==> src/hw/rtl/s20_fifo.sv <==
`timescale 1ns / 1ps
// Small synchronous word queue used on the input and result sides.
// No dependencies.
module s20_fifo #(
    parameter int WIDTH = 9,
    parameter int DEPTH = 4
) (
    input  logic             i_clk,
    input  logic             i_rst_n,
    input  logic             i_push,
    input  logic [WIDTH-1:0] i_wdata,
    output logic             o_full,
    input  logic             i_pop,
    output logic [WIDTH-1:0] o_rdata,
    output logic             o_empty
);
    localparam int PTR_W = (DEPTH > 1) ? $clog2(DEPTH) : 1;
    localparam int CNT_W = $clog2(DEPTH + 1);

    logic [WIDTH-1:0] r_mem [DEPTH];
    logic [PTR_W-1:0] r_wr_ptr;
    logic [PTR_W-1:0] r_rd_ptr;
    logic [CNT_W-1:0] r_count;
    logic             wr_en;
    logic             rd_en;

    assign o_full  = (r_count == CNT_W'(DEPTH));
    assign o_empty = (r_count == '0);
    assign wr_en   = i_push && !o_full;
    assign rd_en   = i_pop && !o_empty;
    assign o_rdata = r_mem[r_rd_ptr];

    // Storage write.
    always_ff @(posedge i_clk) begin
        if (wr_en) begin
            r_mem[r_wr_ptr] <= i_wdata;
        end
    end

    // Pointers and fill count.
    always_ff @(posedge i_clk) begin
        if (!i_rst_n) begin
            r_wr_ptr <= '0;
            r_rd_ptr <= '0;
            r_count  <= '0;
        end else begin
            if (wr_en) begin
                r_wr_ptr <= (r_wr_ptr == PTR_W'(DEPTH - 1)) ? '0 : r_wr_ptr + 1'b1;
            end
            if (rd_en) begin
                r_rd_ptr <= (r_rd_ptr == PTR_W'(DEPTH - 1)) ? '0 : r_rd_ptr + 1'b1;
            end
            if (wr_en && !rd_en) begin
                r_count <= r_count + 1'b1;
            end else if (rd_en && !wr_en) begin
                r_count <= r_count - 1'b1;
            end
        end
    end

endmodule

==> config.mk <==
export PLATFORM = sky130hd
export DESIGN_NAME = s20_fifo
export DESIGN_NICKNAME = d
export VERILOG_FILES = /design/src/hw/rtl/s20_fifo.sv
export SDC_FILE = /design/constraint.sdc
export NUM_CORES = 1
export LEC_CHECK = 0
export ABC_AREA = 1
export BUFFER_PORTS_ARGS = -buffer_cell sky130_fd_sc_hd__buf_2
export CAP_MARGIN = 20
export CORE_UTILIZATION = 50
export DETAILED_ROUTE_END_ITERATION = 6
export HOLD_SLACK_MARGIN = 0.02
export PLACE_DENSITY_LB_ADDON = 0.12
export SLEW_MARGIN = 20
export SYNTH_ARGS = -nofsm -noshare
export SYNTH_HDL_FRONTEND = slang
export SYNTH_SLANG_ARGS = --single-unit
==> constraint.sdc <==
create_clock -name i_clk -period 5.2 [get_ports i_clk]
set_input_delay 1.04 -clock i_clk [delete_from_list [all_inputs] [get_ports i_clk]]
set_output_delay 1.04 -clock i_clk [all_outputs]
set_load 0.05 [all_outputs]
==> impl_metrics.toml <==
[outcome]
run_status = "complete, no violations"

[clocking]
post_cts_resized = 0
htreeDepth = 2
tritoncts = "done"
cts_root_buffer = "clkbuf_8"
cts-hold-fix-buffers = 0
post_cts_buffers = 0
clk_pin_slew_ns = 0.07
clock_path_buffers = 2
clock_sinks = 45
clk_latency_ns = 0.29
numCtsBuffers = 5

[global_routing]
grt_max_degree = 20
grt_pass1_wl_um = 5140
grt_usage_pct = 17.0
antenna_found_initial = 0
grt_pass1_vias = 1157
overflow = 0

[die]
io_pins = 24
die-height_um = 64.5
dieArea_mm2 = 0.00416
start_util_pct = 52.6
core-area_mm2 = 0.00372
die_w_um = 64.5
row_count = 22

[job]
max-cap-violations = 0

[placement]
dp.cells = 226
place.gp.congestion = 0.687
detailed_place_hpwl_um = 2160
placed_area_mm2 = 0.00209
pre_cts_ws_ns = 2.58
port_buffers = 23

[final_layout]
area_growth_pct = 10.9
nNetsFinal = 205
diodes = 0
drive_gt1_share_pct = 30.1
post-route-util_pct = 58.4
stdcell_count = 234
fillers = 314
stdcell_area_mm2 = 0.00217

[critical_path]
cp.arrival_ns = 1.84
start_kind = "flop"
critPathKind = "flop to output port"
cp_data_required_time_ns = 4.16
cp_max_fo = 19
crit_path_end_kind = "output port"

[drt]
wl_um = 3100
antenna_left = 0
vias_per_cell = 5.03
route.vias.total = 1178
wire_per_inst_um = 13.2
drt_first_pass_iters = 4
first_iter_violations = 60
drc = 0

[synth]
synth_area_leaders = "edfxtp_1, dfxtp_1, o22ai_2"
syn-cell-area_mm2 = 0.00195
postSynthCellCount = 158
yosysWarnings = 0
synth_nets = 178
yosysTopAreaCell = "edfxtp_1"
synth_top_area_share_pct = 55.3
yosysSeqAreaShare_pct = 64.5
yosys.cell_types.count = 21
ys_seq_elements = 45
syn_avg_cell_area_um2 = 12.4

[power_and_ir_drop]
total_power_mw = 1.20
power_density_mw_per_mm2 = 553
p_leak_nw = 0.853
peakVddDrop_mv = 0.287

[timing]
fin_crit_ns = 2.88
relSlewSlack_pct = 41.4
setup_viol = 0
rsz0062_at_grt = "false"
finClkSkew_ns = 0.00886
hold_viol_final = 0
fin_hold_ws_ns = 0.535
tns_ns = 0
fmax_mhz = 347
tightest_slew_ns = 0.876
slew_viol_final = 0
timing.final.crit_share_pct = 55.4
fin_ws_ns = 2.32

[min_path]
hp-class = "flop to flop"
synthesized netlist by cell type, drive strengths merged:
cell type,n
o21ai,20
o22ai,9
nand3,1
fa,1
nand2,15
a21oi,2
edfxtp,36
nor2,35
dfxtp,9
inv,19
nand4,1
nand3b,1
ha,6
buf,3
registers in the layout, indices dropped and copies added (netlist names), named ones only:
register	count
r_count	3
r_mem	36
r_wr_ptr	2
r_rd_ptr	2
worst paths after layout:
path / startpoint / to / slack (ns) / depth (start not counted)
setup reg to reg: r_count[1] / r_count[1] / 3.39 / 9
hold / removal: r_count[0] / r_count[0] / 0.54 / 2
setup / recovery: flop / o_rdata[2] / 2.32 / 4
hold reg to reg: r_count[0] / r_count[0] / 0.54 / 2
worst max-delay path: stages (launching register included):
cell and delay [ns]:
dfxtp_1 0.82, inv_8 0.15, o21ai_0 0.27, o22ai_2 0.09, buf_2 0.22
cell usage in the layout (no fill, tap or decap), types with 2 or more instances in the layout:
cell      count
o22ai_2       9
nor2_2       11
inv_1        17
edfxtp_1     36
nand2_1      12
clkbuf_8      5
o21ai_2       2
clkbuf_1      2
o21ai_0      18
buf_2        23
dfxtp_1       9
ha_1          6
nor2_1       24
a21oi_1       2
nand2_2       2
final cells by class:
class                           instances  area, um^2  share of cell area, %
Tap cell                               48        60.1                   2.77
Sequential cell                        45        1260                   58.2
Clock buffer                            7        76.3                   3.52
Multi-Input combinational cell         91         572                   26.4
Clock inverter                          1        5.00                  0.231
Timing Repair Buffer                   23         115                   5.31
Inverter                               19        78.8                   3.64
metal layers:
layer,up-vias,part of all wire [%],global-route usage [%]
li1,592,-,-
met1,557,48,21.5
met2,25,47,27.8
met3,4,3.7,5.63
met4,0,0.71,4.72
met5,-,0,0
where the power goes:
| group | internal, mW | switching (mW) | leakage, nW | total [mW] |
|---|---|---|---|---|
| Clock | 0.0943 | 0.105 | 0.0422 | 0.199 |
| Combinational | 0.139 | 0.365 | 0.406 | 0.504 |
| Sequential | 0.447 | 0.0495 | 0.404 | 0.496 |
| Total | 0.680 | 0.519 | 0.853 | 1.20 |
cells by family after synthesis:
kind of cell | count (synthesis) | share of synthesized area [%]
DFF | 45 | 64.5
and+or+nand+nor | 53 | 12.6
adders and majority gates | 7 | 4.87
buffers and inverters | 22 | 6.21
AOI/OAI and AO/OA | 31 | 11.8
(Power assumes the default switching activity.)
